--- config.mk ---
export PLATFORM = sky130hd
export DESIGN_NAME = ip_transport_header_locator
export DESIGN_NICKNAME = d
export VERILOG_FILES = /design/src/design/iptl_pkg.sv /design/src/design/iptl_front.sv /design/src/design/iptl_queue.sv /design/src/design/iptl_back.sv /design/src/design/ip_transport_header_locator.sv
export SDC_FILE = /design/constraint.sdc
export NUM_CORES = 1
export LEC_CHECK = 0
export BUFFER_PORTS_ARGS = -buffer_cell sky130_fd_sc_hd__buf_2
export CORE_MARGIN = 3
export CORE_UTILIZATION = 55
export CTS_CLUSTER_SIZE = 10
export DETAILED_ROUTE_END_ITERATION = 16
export PLACE_DENSITY = 0.75
export SKIP_LAST_GASP = 1
export SYNTH_ARGS = -nofsm -noshare
export SYNTH_HDL_FRONTEND = slang
export SYNTH_SLANG_ARGS = --single-unit
--- constraint.sdc ---
create_clock -name clk -period 8.7 [get_ports clk]
set_clock_uncertainty 0.1 [all_clocks]
set_input_delay 1.74 -clock clk [delete_from_list [all_inputs] [get_ports clk]]
set_output_delay 1.74 -clock clk [all_outputs]
set_load 0.01 [all_outputs]
--- src/design/iptl_pkg.sv ---
// ----------------------------------------------------------------------------
// IP transport header locator package
// Shared constants and the end-of-packet record passed front to back.
// ----------------------------------------------------------------------------
`timescale 1ns / 1ps
package iptl_pkg;
  localparam int MAX_COUNT_W = 24;

  localparam logic [2:0] ST_OK        = 3'd0;
  localparam logic [2:0] ST_NO_IP_HDR = 3'd1;
  localparam logic [2:0] ST_SHORT     = 3'd2;
  localparam logic [2:0] ST_CHAIN     = 3'd3;
  localparam logic [2:0] ST_NO_PORTS  = 3'd4;

  localparam logic [7:0] PROTO_TCP  = 8'd6;
  localparam logic [7:0] PROTO_UDP  = 8'd17;
  localparam logic [7:0] EXT_HOP    = 8'd0;
  localparam logic [7:0] EXT_ROUTE  = 8'd43;
  localparam logic [7:0] EXT_DEST   = 8'd60;
  localparam logic [7:0] EXT_MOBIL  = 8'd135;
  localparam logic [7:0] EXT_SHIM6  = 8'd140;
  localparam logic [7:0] EXT_AUTH   = 8'd51;

  typedef struct packed {
    logic [MAX_COUNT_W-1:0] size;
    logic [MAX_COUNT_W-1:0] hdr_offset;
    logic                   mode_v6;
    logic [5:0]             prefix;
    logic [3:0]             hdr_words;
    logic [15:0]            ip_length;
    logic [7:0]             proto;
  } pkt_rec_t;

  function automatic logic is_chain(input logic [7:0] t);
    return (t == EXT_HOP) || (t == EXT_ROUTE) || (t == EXT_DEST) ||
           (t == EXT_MOBIL) || (t == EXT_SHIM6) || (t == EXT_AUTH);
  endfunction
endpackage

--- src/design/iptl_front.sv ---
// ----------------------------------------------------------------------------
// IP transport header locator front end
// Per-byte header capture and IPv6 extension chain walk.
// ----------------------------------------------------------------------------
`timescale 1ns / 1ps
module iptl_front #(
  parameter int COUNT_WIDTH = 17
) (
  input  logic              clk,
  input  logic              rst,
  input  logic              accept,
  input  logic [7:0]        data_byte,
  input  logic              last_byte,
  input  logic              is_ipv6,
  input  logic [5:0]        prefix,
  output logic              push,
  output iptl_pkg::pkt_rec_t rec
);
  import iptl_pkg::*;

  localparam logic [COUNT_WIDTH-1:0] CMAX = {COUNT_WIDTH{1'b1}};

  logic [COUNT_WIDTH-1:0] byte_count, byte_count_next;
  logic                   mode_v6, mode_v6_next;
  logic [15:0]            ip_length, ip_length_next;
  logic [3:0]             hdr_words, hdr_words_next;
  logic [7:0]             cur_type, cur_type_next;
  logic [7:0]             pend_type, pend_type_next;
  logic [COUNT_WIDTH-1:0] hdr_offset, hdr_offset_next;
  logic                   walk_done, walk_done_next;

  logic                   first;
  logic [COUNT_WIDTH-1:0] pre_w;
  logic [COUNT_WIDTH:0]   off_sum;
  logic [COUNT_WIDTH:0]   off_plus1;

  assign first = (byte_count == '0);
  assign pre_w = COUNT_WIDTH'(prefix);

  always_comb begin
    mode_v6_next    = first ? is_ipv6 : mode_v6;
    hdr_offset_next = first ? pre_w + COUNT_WIDTH'(40) : hdr_offset;
    walk_done_next  = first ? 1'b0 : walk_done;
    cur_type_next   = first ? 8'd0 : cur_type;
    pend_type_next  = first ? 8'd0 : pend_type;
    ip_length_next  = first ? 16'd0 : ip_length;
    hdr_words_next  = first ? 4'd0 : hdr_words;
    byte_count_next = byte_count;
    off_plus1 = {1'b0, hdr_offset_next} + (COUNT_WIDTH+1)'(1);
    off_sum   = {1'b0, hdr_offset_next} +
                ((cur_type_next == EXT_AUTH) ? (COUNT_WIDTH+1)'({data_byte, 2'b00})
                                             : (COUNT_WIDTH+1)'({data_byte, 3'b000})) +
                (COUNT_WIDTH+1)'(8);
    if (byte_count != CMAX) begin
      if (!mode_v6_next) begin
        if (byte_count == pre_w) begin
          hdr_words_next = data_byte[3:0];
        end else if (byte_count == pre_w + COUNT_WIDTH'(2)) begin
          ip_length_next[15:8] = data_byte;
        end else if (byte_count == pre_w + COUNT_WIDTH'(3)) begin
          ip_length_next[7:0] = data_byte;
        end else if (byte_count == pre_w + COUNT_WIDTH'(9)) begin
          cur_type_next = data_byte;
        end
      end else begin
        if (byte_count == pre_w + COUNT_WIDTH'(4)) begin
          ip_length_next[15:8] = data_byte;
        end else if (byte_count == pre_w + COUNT_WIDTH'(5)) begin
          ip_length_next[7:0] = data_byte;
        end else if (byte_count == pre_w + COUNT_WIDTH'(6)) begin
          cur_type_next  = data_byte;
          walk_done_next = !is_chain(data_byte);
        end else if (!walk_done_next && is_chain(cur_type_next)) begin
          if (byte_count == hdr_offset_next) begin
            pend_type_next = data_byte;
          end else if ({1'b0, byte_count} == off_plus1) begin
            hdr_offset_next = off_sum[COUNT_WIDTH] ? CMAX : off_sum[COUNT_WIDTH-1:0];
            cur_type_next   = pend_type_next;
            if (!is_chain(pend_type_next)) begin
              walk_done_next = 1'b1;
            end
          end
        end
      end
      byte_count_next = byte_count + COUNT_WIDTH'(1);
    end
  end

  always_ff @(posedge clk) begin
    if (rst) begin
      byte_count <= '0;
      mode_v6    <= 1'b0;
      walk_done  <= 1'b0;
    end else if (accept) begin
      byte_count <= last_byte ? '0 : byte_count_next;
      mode_v6    <= last_byte ? 1'b0 : mode_v6_next;
      walk_done  <= last_byte ? 1'b0 : walk_done_next;
    end
  end

  always_ff @(posedge clk) begin
    if (accept) begin
      ip_length  <= ip_length_next;
      hdr_words  <= hdr_words_next;
      cur_type   <= cur_type_next;
      pend_type  <= pend_type_next;
      hdr_offset <= hdr_offset_next;
    end
  end

  assign push = accept && last_byte;

  always_comb begin
    rec.size       = MAX_COUNT_W'(byte_count_next);
    rec.hdr_offset = MAX_COUNT_W'(hdr_offset_next);
    rec.mode_v6    = mode_v6_next;
    rec.prefix     = prefix;
    rec.hdr_words  = hdr_words_next;
    rec.ip_length  = ip_length_next;
    rec.proto      = cur_type_next;
  end
endmodule

--- src/design/iptl_queue.sv ---
// ----------------------------------------------------------------------------
// IP transport header locator record queue
// Two-entry queue of end-of-packet records between front and back.
// ----------------------------------------------------------------------------
`timescale 1ns / 1ps
module iptl_queue (
  input  logic               clk,
  input  logic               rst,
  input  logic               push,
  input  iptl_pkg::pkt_rec_t push_rec,
  output logic               full,
  input  logic               pop,
  output logic               valid,
  output iptl_pkg::pkt_rec_t head
);
  import iptl_pkg::*;

  pkt_rec_t   slots [2];
  logic       wr_ptr, rd_ptr;
  logic [1:0] count;

  assign full  = (count == 2'd2);
  assign valid = (count != 2'd0);
  assign head  = slots[rd_ptr];

  always_ff @(posedge clk) begin
    if (push) begin
      slots[wr_ptr] <= push_rec;
    end
  end

  always_ff @(posedge clk) begin
    if (rst) begin
      wr_ptr <= 1'b0;
      rd_ptr <= 1'b0;
      count  <= 2'd0;
    end else begin
      if (push) begin
        wr_ptr <= !wr_ptr;
      end
      if (pop) begin
        rd_ptr <= !rd_ptr;
      end
      count <= count + 2'(push) - 2'(pop);
    end
  end
endmodule

--- src/design/iptl_back.sv ---
// ----------------------------------------------------------------------------
// IP transport header locator back end
// Length checks and result word, held in an output register.
// ----------------------------------------------------------------------------
`timescale 1ns / 1ps
module iptl_back #(
  parameter int COUNT_WIDTH = 17
) (
  input  logic               clk,
  input  logic               rst,
  input  logic               rec_valid,
  input  iptl_pkg::pkt_rec_t rec,
  output logic               pop,
  output logic               m_tvalid,
  input  logic               m_tready,
  output logic [31:0]        m_tdata
);
  import iptl_pkg::*;

  localparam int W = COUNT_WIDTH + 2;

  logic [W-1:0] size, pre, ipl, off4, off6, offset;
  logic [2:0]   status;
  logic [7:0]   proto;
  logic         ports;
  logic         tcp_udp;

  assign size = W'(rec.size[COUNT_WIDTH-1:0]);
  assign pre  = W'(rec.prefix);
  assign ipl  = W'(rec.ip_length);
  assign off4 = pre + W'({rec.hdr_words, 2'b00});
  assign off6 = W'(rec.hdr_offset[COUNT_WIDTH-1:0]);
  assign offset  = rec.mode_v6 ? off6 : off4;
  assign tcp_udp = (rec.proto == PROTO_TCP) || (rec.proto == PROTO_UDP);

  always_comb begin
    status = ST_OK;
    ports  = 1'b0;
    if (!rec.mode_v6) begin
      if (size < pre + W'(20)) begin
        status = ST_NO_IP_HDR;
      end else if (size < pre + ipl) begin
        status = ST_SHORT;
      end else if (tcp_udp) begin
        if (size < offset + W'(4)) status = ST_NO_PORTS;
        else ports = 1'b1;
      end
    end else begin
      if (size < pre + W'(40)) begin
        status = ST_NO_IP_HDR;
      end else if (size < pre + W'(40) + ipl) begin
        status = ST_SHORT;
      end else if (size < offset + W'(2)) begin
        status = ST_CHAIN;
      end else if (tcp_udp) begin
        if (size < offset + W'(4)) status = ST_NO_PORTS;
        else ports = 1'b1;
      end
    end
    proto = (status == ST_OK) ? rec.proto : 8'd0;
  end

  assign pop = rec_valid && (!m_tvalid || m_tready);

  always_ff @(posedge clk) begin
    if (rst) begin
      m_tvalid <= 1'b0;
    end else if (!m_tvalid || m_tready) begin
      m_tvalid <= rec_valid;
    end
  end

  always_ff @(posedge clk) begin
    if (pop) begin
      m_tdata <= {3'b000, ports, (status == ST_OK) ? offset[16:0] : 17'd0, proto, status};
    end
  end
endmodule

--- src/design/ip_transport_header_locator.sv ---
// ----------------------------------------------------------------------------
// IP transport header locator
// Finds the transport header of IPv4/IPv6 packets streamed a byte per word.
// ----------------------------------------------------------------------------
//  channel | dir | content
//  s_*     | in  | packet bytes, tlast ends packet, tuser = IPv6 on first byte
//  m_*     | out | one result word per packet
//  cfg_*   | in  | prefix_bytes write
//
//  One byte accepted per cycle while the queue is not full; the per-byte walk in the front end sets it.
//  After the last byte, the result passes through a two-entry queue and the output register.
//  s_tready drops only while the queue is full behind a stalled output.
//  Synchronous reset; prefix_bytes resets to 4.
`timescale 1ns / 1ps
module ip_transport_header_locator #(
  parameter int COUNT_WIDTH = 17
) (
  input  logic        clk,
  input  logic        rst,
  input  logic        s_tvalid,
  output logic        s_tready,
  input  logic [7:0]  s_tdata,   // [7:0] data_byte
  input  logic        s_tlast,
  input  logic        s_tuser,   // [0] is_ipv6
  output logic        m_tvalid,
  input  logic        m_tready,
  output logic [31:0] m_tdata,   // [2:0] status, [10:3] transport_protocol,
                                 // [27:11] transport_offset, [28] has_ports
  input  logic        cfg_valid,
  output logic        cfg_ready,
  input  logic [5:0]  cfg_data   // [5:0] prefix_bytes
);
  import iptl_pkg::*;

  logic     [5:0] prefix;
  logic           push, full, pop, q_valid, accept;
  pkt_rec_t       push_rec, head;

  assign cfg_ready = 1'b1;
  assign s_tready  = !full;
  assign accept    = s_tvalid && s_tready;

  always_ff @(posedge clk) begin
    if (rst) begin
      prefix <= 6'd4;
    end else if (cfg_valid) begin
      prefix <= cfg_data;
    end
  end

  iptl_front #(.COUNT_WIDTH(COUNT_WIDTH)) u_front (
    .clk, .rst, .accept,
    .data_byte(s_tdata), .last_byte(s_tlast), .is_ipv6(s_tuser),
    .prefix, .push, .rec(push_rec)
  );

  iptl_queue u_queue (
    .clk, .rst, .push, .push_rec, .full, .pop, .valid(q_valid), .head
  );

  iptl_back #(.COUNT_WIDTH(COUNT_WIDTH)) u_back (
    .clk, .rst, .rec_valid(q_valid), .rec(head), .pop,
    .m_tvalid, .m_tready, .m_tdata
  );
endmodule

==> results of run 1 <==
-- Yosys cell counts, types with 10 or more instances --
| library cell | number |
|---|---|
| o21ai_0 | 100 |
| nor2_1 | 137 |
| nand2_1 | 137 |
| nand2b_1 | 12 |
| o21bai_1 | 14 |
| xnor2_1 | 71 |
| a22oi_1 | 14 |
| buf_2 | 27 |
| nand3_1 | 53 |
| and3_1 | 12 |
| dfxtp_1 | 31 |
| nor2b_1 | 26 |
| edfxtp_1 | 220 |
| mux2_2 | 36 |
| inv_1 | 72 |
| nor4_1 | 19 |
| clkbuf_1 | 48 |
| o211ai_1 | 10 |
| a31oi_1 | 20 |
| and2_1 | 14 |
| a21oi_1 | 91 |
| xor2_1 | 50 |
| ha_1 | 126 |
| nor3_1 | 36 |
| a21o_1 | 27 |
| mux2i_1 | 54 |
| nand4_1 | 33 |
| or3_1 | 15 |
-- where the power goes --
| group | switching (µW) | internal (µW) |
|---|---|---|
| Combinational | 1090 | 695 |
| Clock | 473 | 694 |
| Sequential | 127 | 1550 |
-- worst max-delay path, stage by stage (launching register included) --
cell and delay (ps):
dfxtp_4 560, buf_4 760, mux2_2 430, ha_1 230, fa_1 420, a21oi_1 210
o21bai_1 120, a21o_1 190, a21o_1 190, and2_1 180, nor2b_1 170, nand2_1 140
xnor2_1 70, ha_1 320, a21o_1 190, a21oi_1 170, nor2b_1 60, a2111oi_0 530
nand2_1 90, o31a_1 260, and2_1 150, o21ai_1 500, buf_4 340, nor2_1 80
-- worst max-delay path by stage --
stage	startpoint	to	slack, ps	cells past startpoint
after CTS	register	u_back.m_tdata[12]$_SDFFCE_PP0P_	1930	23
after global placement	register	u_back.m_tdata[23]$_SDFFCE_PP0P_	2180	23
final	register	u_back.m_tdata[12]$_SDFFCE_PP0P_	1860	23
after floorplan	register	u_back.m_tdata[21]$_SDFFCE_PP0P_	1530	28
after global routing	register	u_back.m_tdata[12]$_SDFFCE_PP0P_	1460	23
after detailed placement	register	u_back.m_tdata[12]$_SDFFCE_PP0P_	1950	23
-- cells by family after synthesis --
kind of cell / count (synthesis) / synth area share, %
fa+ha+maj: 129 / 9.74
buf+inv: 161 / 4.09
mux: 92 / 5.80
xor+xnor: 122 / 6.45
simple gates: 558 / 17.3
other cells: 2 / 0.0447
flops: 251 / 43.0
compound gates: 361 / 13.5
-- state kept, by name, summed over array words and instances, names as in the netlist, named ones only --
| register | count |
|---|---|
| u_front.byte_count | 17 |
| u_queue.count | 2 |
| u_queue.wr_ptr | 1 |
| u_back.m_tvalid | 1 |
| u_front.ip_length | 16 |
| u_front.hdr_words | 4 |
| prefix | 6 |
| u_queue.rd_ptr | 1 |
| u_back.m_tdata | 29 |
| u_front.mode_v6 | 1 |
| u_front.walk_done | 1 |
| u_queue.slots | 138 |
| u_front.hdr_offset | 17 |
| u_front.pend_type | 8 |
| u_front.cur_type | 8 |
-- through the flow --
stage	setup slack [ps]	instance area [µm²]
3_5_place_dp	1950	17300
6_report	1860	18200
2_1_floorplan	1530	16800
3_3_place_gp	2180	17300
4_1_cts	1930	18200
5_1_grt	1460	18200
-- cell type report --
class                      instances  share of cell area (%)
clock inverter                     5                   0.323
inverter                          73                    1.51
tap                              390                    2.68
clock buffer                      52                    4.70
sequential                       251                    39.7
multi-input combinational       1266                    49.0
timing repair buffer              68                    2.10
-- per-layer routing --
metal / vias to the layer above / track usage [%] / wire [µm] / share of wire, %
li1: 6209 / - / - / -
met1: 6397 / 38.4 / 19700 / 42
met2: 595 / 45.7 / 21900 / 47
met3: 104 / 3.22 / 3530 / 7.6
met4: 0 / 9.70 / 1570 / 3.4
met5: - / 0 / 0 / 0
-- cell usage in the layout (no fill, tap or decap), drive strengths merged, types with 24 or more instances in the layout --
cell type    n
edfxtp     220
nand2      137
nor2       137
ha         126
o21ai      110
a21oi       91
inv         75
xnor2       71
buf         68
mux2i       55
nand3       54
clkbuf      52
xor2        50
mux2        37
nor3        37
nand4       34
dfxtp       31
a21o        27
nor2b       26
nor4        24
==> flow_summary.yaml, run 1 <==
synth:
  synth.largest_area_cell: "edfxtp_1"
  postSynthAreaPerCell_um2: 10.0
  ys_seq_area_share_pct: 43.0
  ys.flop_type: "edfxtp_1"
  syn_area_um2: 16800
  ys_types: 95
  synthCells: 1676
  synth_area_leaders: "edfxtp_1 (39%), ha_1 (9.4%), xnor2_1 (3.7%)"
  synth-edff-count: 220
  ys_ff_latch: 251
  yosys_warnings: 0
  synthArstFlopShare_pct: 0
  synth_top_area_share_pct: 39.3
timing:
  fmax_mhz: 146
  max-slew-margin-rel_pct: 26.4
  period_needed_ps: 6840
  timing.hold.ws_ps: 408
  final.setup.tns_ps: 0
  rsz0062_at_grt: "no"
  hold_viol_final: 0
  setup_viol: 0
  slew_violations: 0
  worst_slew_pin_slew_ps: 1100
  fin_crit_sh_pct: 78.6
min_path:
  min_from: "u_back.m_tvalid$_SDFFE_PP0N_"
  hold_class: "register to register"
  hold_depth: 2
  hold_end: "u_back.m_tvalid$_SDFFE_PP0N_"
drt:
  vias: 13300
  dr.pass1.iters: 9
  via_per_inst: 6.32
  wire_per_inst_um: 22.2
  ant_nets: 0
  drtIter0Drc: 1556
  drcViolationCount: 0
  wl_um: 46700
floorplanning:
  core_area_um2: 29900
  num_rows: 63
  initial_core_util_pct: 56.2
  die_y_um: 181
  die-area_um2: 32700
  ios: 56
  die_w_um: 181
critical_path:
  critPathCaptureType: "register"
  ff2ff_path_depth: 23
  crit_arrival_ps: 6990
  r2r_end: "u_back.m_tdata[12]$_SDFFCE_PP0P_"
  critical_path_class: "register to register"
  worstPathRequired_ps: 8850
  path_max_fanout: 69
  startpoint_type: "register"
  rrSetupSlack_ps: 1860
final_layout:
  seqCellArea_um2: 7230
  drive_gt1_share_pct: 10.3
  multi_input_area_um2: 8910
  synthToLayoutAreaGrowth_pct: 8.33
  antenna_cells: 0
  final_nets: 1841
  final_util_pct: 60.9
  fillCellCount: 2453
  stdcell_count: 2105
cts:
  postCtsHoldBufs: 0
  tritoncts: "yes"
  insertion_delay_ps: 540
  post_cts_resized: 0
  cts_max_level: 1
  clockRootBuffer: "clkbuf_16"
  clk_pin_slew_ps: 60
  cts-buffers-inserted: 31
  cts_buffer_depth: 3
  cts_setup_buffers: 0
  cts_sinks: 251
placement:
  dp_hpwl_um: 34700
  port_buffers: 51
  gp_congestion: 0.995
  dp.cells: 2048
power:
  leakage_uw: 0.00681
  powerDensity_nw_per_um2: 254
  finalPower_uw: 4630
  ir_drop_mv: 0.175
global_routing:
  grt_pass1_wl_um: 72200
  grt_max_degree: 70
  antenna_found_initial: 1
  grt_overflow: 0
  grt_pass1_vias: 12700
  track_usage_pct: 27.8
flow_run:
  maxCapViolations: 0
status:
  outcome: "complete, no violations"
(Power assumes the default switching activity.)
==> run 2, diff against run 1 <==
clock period = 6.9 ns   (was 8.7 ns; I/O delays follow)
==> run 2 against run 1 <==
  * Sequential cell count did not move
  * Non-clock buffer count rose by 21
  * Highest routed layer unchanged
  * Count of clock-buffer cells in the layout fell by 10
  * Largest cell class unchanged
  * Sequential power rose by 26%
  * Largest power group unchanged
==> flow_summary.yaml, run 2 (synthesized netlist as in run 1, its figures left out) <==
timing:
  slew_violations: 0
  worst_slew_pin_slew_ps: 964
  rsz0062_at_grt: "no"
  final.setup.tns_ps: 0
  fin_crit_sh_pct: 90.8
  timing.hold.ws_ps: 413
  period_needed_ps: 6270
  fmax_mhz: 160
  max-slew-margin-rel_pct: 35.8
  hold_viol_final: 0
  setup_viol: 0
power:
  powerDensity_nw_per_um2: 316
  finalPower_uw: 5790
  leakage_uw: 0.00690
  ir_drop_mv: 0.216
placement:
  port_buffers: 51
  dpl_cell_area_um2: 17500
  gp_congestion: 0.998
  dp_hpwl_um: 35900
min_path:
  hold_class: "register to register"
  hold_depth: 2
  min_from: "u_back.m_tvalid$_SDFFE_PP0N_"
  hold_end: "u_back.m_tvalid$_SDFFE_PP0N_"
floorplanning:
  die-area_um2: 32700
  core_area_um2: 29900
  num_rows: 63
  initial_core_util_pct: 56.2
  die_y_um: 181
  ios: 56
  die_w_um: 181
critical_path:
  r2r_end: "u_back.m_tdata[15]$_SDFFCE_PP0P_"
  ff2ff_path_depth: 21
  worstPathRequired_ps: 7060
  critical_path_class: "register to register"
  crit_family: "compound AO/OA/AOI/OAI gates"
  critPathMaxStageDelay_ps: 630
  path_max_fanout: 34
  path_cells: "mux2i_1 -> inv_1 -> ha_1 -> a21o_1 -> a21oi_1 -> xnor2_1 -> a31oi_1 -> nor2_1 -> nand4b_1 -> nor4_2 -> nand3_1 -> xor2_1 -> ha_1 -> a211oi_1 -> o21ai_0 -> or3_1 -> o311ai_0 -> o21ai_0 -> o21ai_1 -> buf_4 -> nor2_1"
  crit_buf_inv: 2
  cp_slowest_cell: "dfxtp_4"
  critPathCaptureType: "register"
  rrSetupSlack_ps: 630
  startpoint_type: "register"
  crit_arrival_ps: 6420
cts:
  cts_setup_buffers: 0
  postCtsHoldBufs: 0
  tritoncts: "yes"
  clockRootBuffer: "clkbuf_16"
  insertion_delay_ps: 580
  cts-buffers-inserted: 30
  cts_sinks: 251
  cts_buffer_depth: 3
  cts_max_level: 1
  post_cts_resized: 0
  clk_pin_slew_ps: 60
final_layout:
  drive_gt1_share_pct: 11.4
  regMostFlops: "u_queue.slots"
  largest_reg_flops: 138
  top_regs: "u_queue.slots x138, u_back.m_tdata x29"
  final_cell_mix: "edfxtp_1 (220), nand2_1 (137), nor2_1 (136)"
  final_nets: 1861
  synthToLayoutAreaGrowth_pct: 8.94
  final_area_um2: 18300
  layout_commonest_cell: "edfxtp_1"
  antenna_cells: 0
  final_util_pct: 61.3
global_routing:
  grt_pass1_wl_um: 73100
  grt_max_degree: 70
  grt_pass1_vias: 13000
  antenna_found_initial: 1
  track_usage_pct: 28.3
  grt_overflow: 0
drt:
  via_per_inst: 6.33
  wire_per_inst_um: 22.6
  wl_um: 47800
  ant_nets: 0
  drtIter0Drc: 1517
  vias: 13400
  dr.pass1.iters: 5
  drcViolationCount: 0
flow_run:
  maxCapViolations: 0
status:
  outcome: "complete, no violations"
## run 2: routing by layer
| metal | wire length [µm] | up-vias | track usage, % |
|---|---|---|---|
| met2 | 22100 | 622 | 45.9 |
| met4 | 2090 | 0 | 11.7 |
| met1 | 20000 | 6412 | 38.7 |
| met3 | 3650 | 132 | 3.32 |
| li1 | - | 6233 | - |
| met5 | 0 | - | 0 |
## run 2: cell type report
type | instances | area (µm²)
inverters | 73 | 274
flip-flops and latches | 251 | 7230
multi-input cells | 1266 | 8920
clock inverters | 5 | 33.8
well taps | 390 | 488
repair buffers | 89 | 541
clock buffers | 42 | 817
fillers | 2411 | 11600
## run 2: worst register-to-register path, cell delays in order (launching register included)
cell and delay (ps):
dfxtp_4 630, mux2i_1 360, inv_1 210, ha_1 320, a21o_1 160, a21oi_1 180
xnor2_1 190, a31oi_1 210, nor2_1 220, nand4b_1 270, nor4_2 510, nand3_1 160
xor2_1 180, ha_1 290, a211oi_1 190, o21ai_0 150, or3_1 370, o311ai_0 550
o21ai_0 260, o21ai_1 160, buf_4 250, nor2_1 90
## run 2: worst max-delay path by stage
stage,endpoint,cells past startpoint,start
after global placement,u_back.m_tdata[25]$_SDFFCE_PP0P_,21,register
after detailed placement,u_back.m_tdata[15]$_SDFFCE_PP0P_,21,register
after floorplan,u_back.m_tdata[21]$_SDFFCE_PP0P_,28,register
after CTS,u_back.m_tdata[15]$_SDFFCE_PP0P_,21,register
final,u_back.m_tdata[15]$_SDFFCE_PP0P_,21,register
after global routing,u_back.m_tdata[15]$_SDFFCE_PP0P_,21,register
## run 2: per-stage QoR
| stage | setup slack, ps | std cells |
|---|---|---|
| 6_report | 635 | 2116 |
| 2_1_floorplan | 15.3 | 1678 |
| 5_1_grt | 264 | 2116 |
| 3_5_place_dp | 760 | 2069 |
| 4_1_cts | 740 | 2116 |
| 3_3_place_gp | 914 | 2069 |
## run 2: power by group
| group | switching (µW) | internal, µW |
|---|---|---|
| Clock | 601 | 811 |
| Sequential | 161 | 1950 |
| Combinational | 1380 | 887 |
==> run 3, diff against run 2 <==
BUFFER_PORTS_ARGS = not set   (was -buffer_cell sky130_fd_sc_hd__buf_2)
DONT_BUFFER_PORTS = 1   (was not set)
PLACE_DENSITY = 0.73   (was 0.75)
==> run 3 against run 2 <==
  * Total power increased by 0.65%
  * Via count decreased by 1.1%
  * Sequential cell count unchanged
  * Utilization decreased by 0.83 points
  * First-iteration DRC count decreased by 4.4%
  * Sequential power increased by 3%
  * Clock power increased by 9%
  * Register-to-register slack got worse by 60 ps
  * Count of clock-buffer cells in the layout increased by 9
==> flow_summary.yaml, run 3 (synthesized netlist as in run 1, its figures left out) <==
final_layout:
  final_cell_mix: "edfxtp_1 (220), nand2_1 (137), nor2_1 (136)"
  final_nets: 1796
  final_area_um2: 18100
  largest_reg_flops: 138
  layout_commonest_cell: "edfxtp_1"
  stdcell_count: 2061
  fillCellCount: 2428
  regMostFlops: "u_queue.slots"
  drive_gt1_share_pct: 8.02
  antenna_cells: 0
  synthToLayoutAreaGrowth_pct: 7.46
  top_regs: "u_queue.slots x138, u_back.m_tdata x29"
timing:
  rsz0062_at_grt: "no"
  worst_slew_pin_slew_ps: 963
  period_needed_ps: 6330
  hold_viol_final: 0
  final.setup.tns_ps: 0
  fin_ws_ps: 573
  setup_viol: 0
  slew_violations: 0
  fin_crit_sh_pct: 91.7
  max-slew-margin-rel_pct: 35.7
  timing.hold.ws_ps: 434
  fmax_mhz: 158
critical_path:
  critical_path_class: "register to register"
  worstPathRequired_ps: 7080
  path_max_fanout: 32
  cp_slowest_cell: "dfxtp_4"
  critPathCaptureType: "register"
  critPathMaxStageDelay_ps: 650
  ff2ff_path_depth: 21
  rrSetupSlack_ps: 570
  crit_arrival_ps: 6500
  path_cells: "mux2i_1 -> inv_1 -> ha_1 -> a21o_1 -> a21oi_1 -> xnor2_1 -> a31oi_1 -> nor2_1 -> nand4b_1 -> nor4_2 -> nand3_1 -> xor2_1 -> ha_1 -> a211oi_1 -> o21ai_0 -> or3_1 -> o311ai_0 -> o21ai_0 -> o21ai_2 -> buf_12 -> nor3_1"
  r2r_end: "u_back.m_tdata[26]$_SDFFCE_PP0P_"
  startpoint_type: "register"
global_routing:
  grt_pass1_wl_um: 71800
  grt_overflow: 0
  grt_pass1_vias: 12600
  antenna_found_initial: 0
  track_usage_pct: 27.9
  grt_max_degree: 70
cts:
  cts_buffer_depth: 3
  cts_sinks: 251
  postCtsHoldBufs: 0
  cts_max_level: 1
  post_cts_resized: 0
  cts-buffers-inserted: 31
  insertion_delay_ps: 560
  clockRootBuffer: "clkbuf_16"
  cts_setup_buffers: 0
  clk_pin_slew_ps: 60
  tritoncts: "yes"
floorplanning:
  die_y_um: 181
  initial_core_util_pct: 56.2
  num_rows: 63
  die-area_um2: 32700
  core_area_um2: 29900
  ios: 56
  die_w_um: 181
status:
  outcome: "complete, no violations"
placement:
  dp_hpwl_um: 34900
  gp_congestion: 0.976
  dp.cells: 2003
  port_buffers: 0
  place_ws_ps: 411
  dpl_cell_area_um2: 17100
drt:
  drcViolationCount: 0
  dr.pass1.iters: 5
  vias: 13300
  ant_nets: 0
  wire_per_inst_um: 22.8
  wl_um: 47000
  via_per_inst: 6.43
  drtIter0Drc: 1451
min_path:
  hold_class: "register to register"
  hold_depth: 2
  min_from: "u_queue.count[0]$_SDFF_PP0_"
  hold_end: "u_back.m_tvalid$_SDFFE_PP0N_"
power:
  powerDensity_nw_per_um2: 323
  ir_drop_mv: 0.216
  leakage_uw: 0.00666
flow_run:
  maxCapViolations: 0
[run 3: layer usage]
| layer | share of wire, % | up-vias | wire length (µm) | track usage [%] |
|---|---|---|---|---|
| met5 | 0 | - | 0 | 0 |
| met4 | 5.9 | 0 | 2780 | 14.8 |
| met3 | 8.3 | 154 | 3890 | 5.09 |
| met2 | 44 | 649 | 20900 | 43.1 |
| met1 | 41 | 6341 | 19400 | 37.7 |
| li1 | - | 6111 | - | - |
[run 3: area by class of cell]
class	instances	area (µm²)	area share (%)
clock buffers	51	861	4.77
clock inverters	7	92.6	0.513
inverters	73	274	1.52
multi-input cells	1266	8920	49.4
flip-flops and latches	251	7230	40.1
well taps	390	488	2.70
repair buffers	23	185	1.03
[run 3: report_power, final]
| group | total [µW] | internal (µW) | switching, µW |
|---|---|---|---|
| combinational | 2110 | 828 | 1280 |
| sequential | 2180 | 1960 | 225 |
| clock | 1530 | 919 | 614 |
| total | 5820 | 3700 | 2120 |
[run 3: worst max path at each step]
stage                         from                                to  slack [ps]  depth (start not counted)
after global placement    register  u_back.m_tdata[23]$_SDFFCE_PP0P_         730                         21
after global routing      register  u_back.m_tdata[15]$_SDFFCE_PP0P_          40                         21
after floorplan           register  u_back.m_tdata[21]$_SDFFCE_PP0P_          20                         28
after CTS                 register  u_back.m_tdata[15]$_SDFFCE_PP0P_         400                         21
final                     register  u_back.m_tdata[26]$_SDFFCE_PP0P_         570                         21
after detailed placement  register  u_back.m_tdata[26]$_SDFFCE_PP0P_         410                         21
[run 3: through the flow]
| step | util, % | total power [µW] |
|---|---|---|
| after global routing | 60.4 | 6170 |
| after floorplan | - | 3700 |
| after CTS | 60.4 | 5820 |
| final | 60.4 | 5820 |
| after detailed placement | 57.2 | 4280 |
| after global placement | 57.2 | 4220 |
[run 3: critical path: cells and delay by family, from the launching register on]
family                   cells  cell delay [ps]
AO/OA/AOI/OAI                8             1930
XOR/XNOR                     2              370
adder cells (fa/ha/maj)      2              620
buffers and inverters        2              410
flip-flops                   1              650
multiplexers                 1              340
AND/OR/NAND/NOR              6             1610
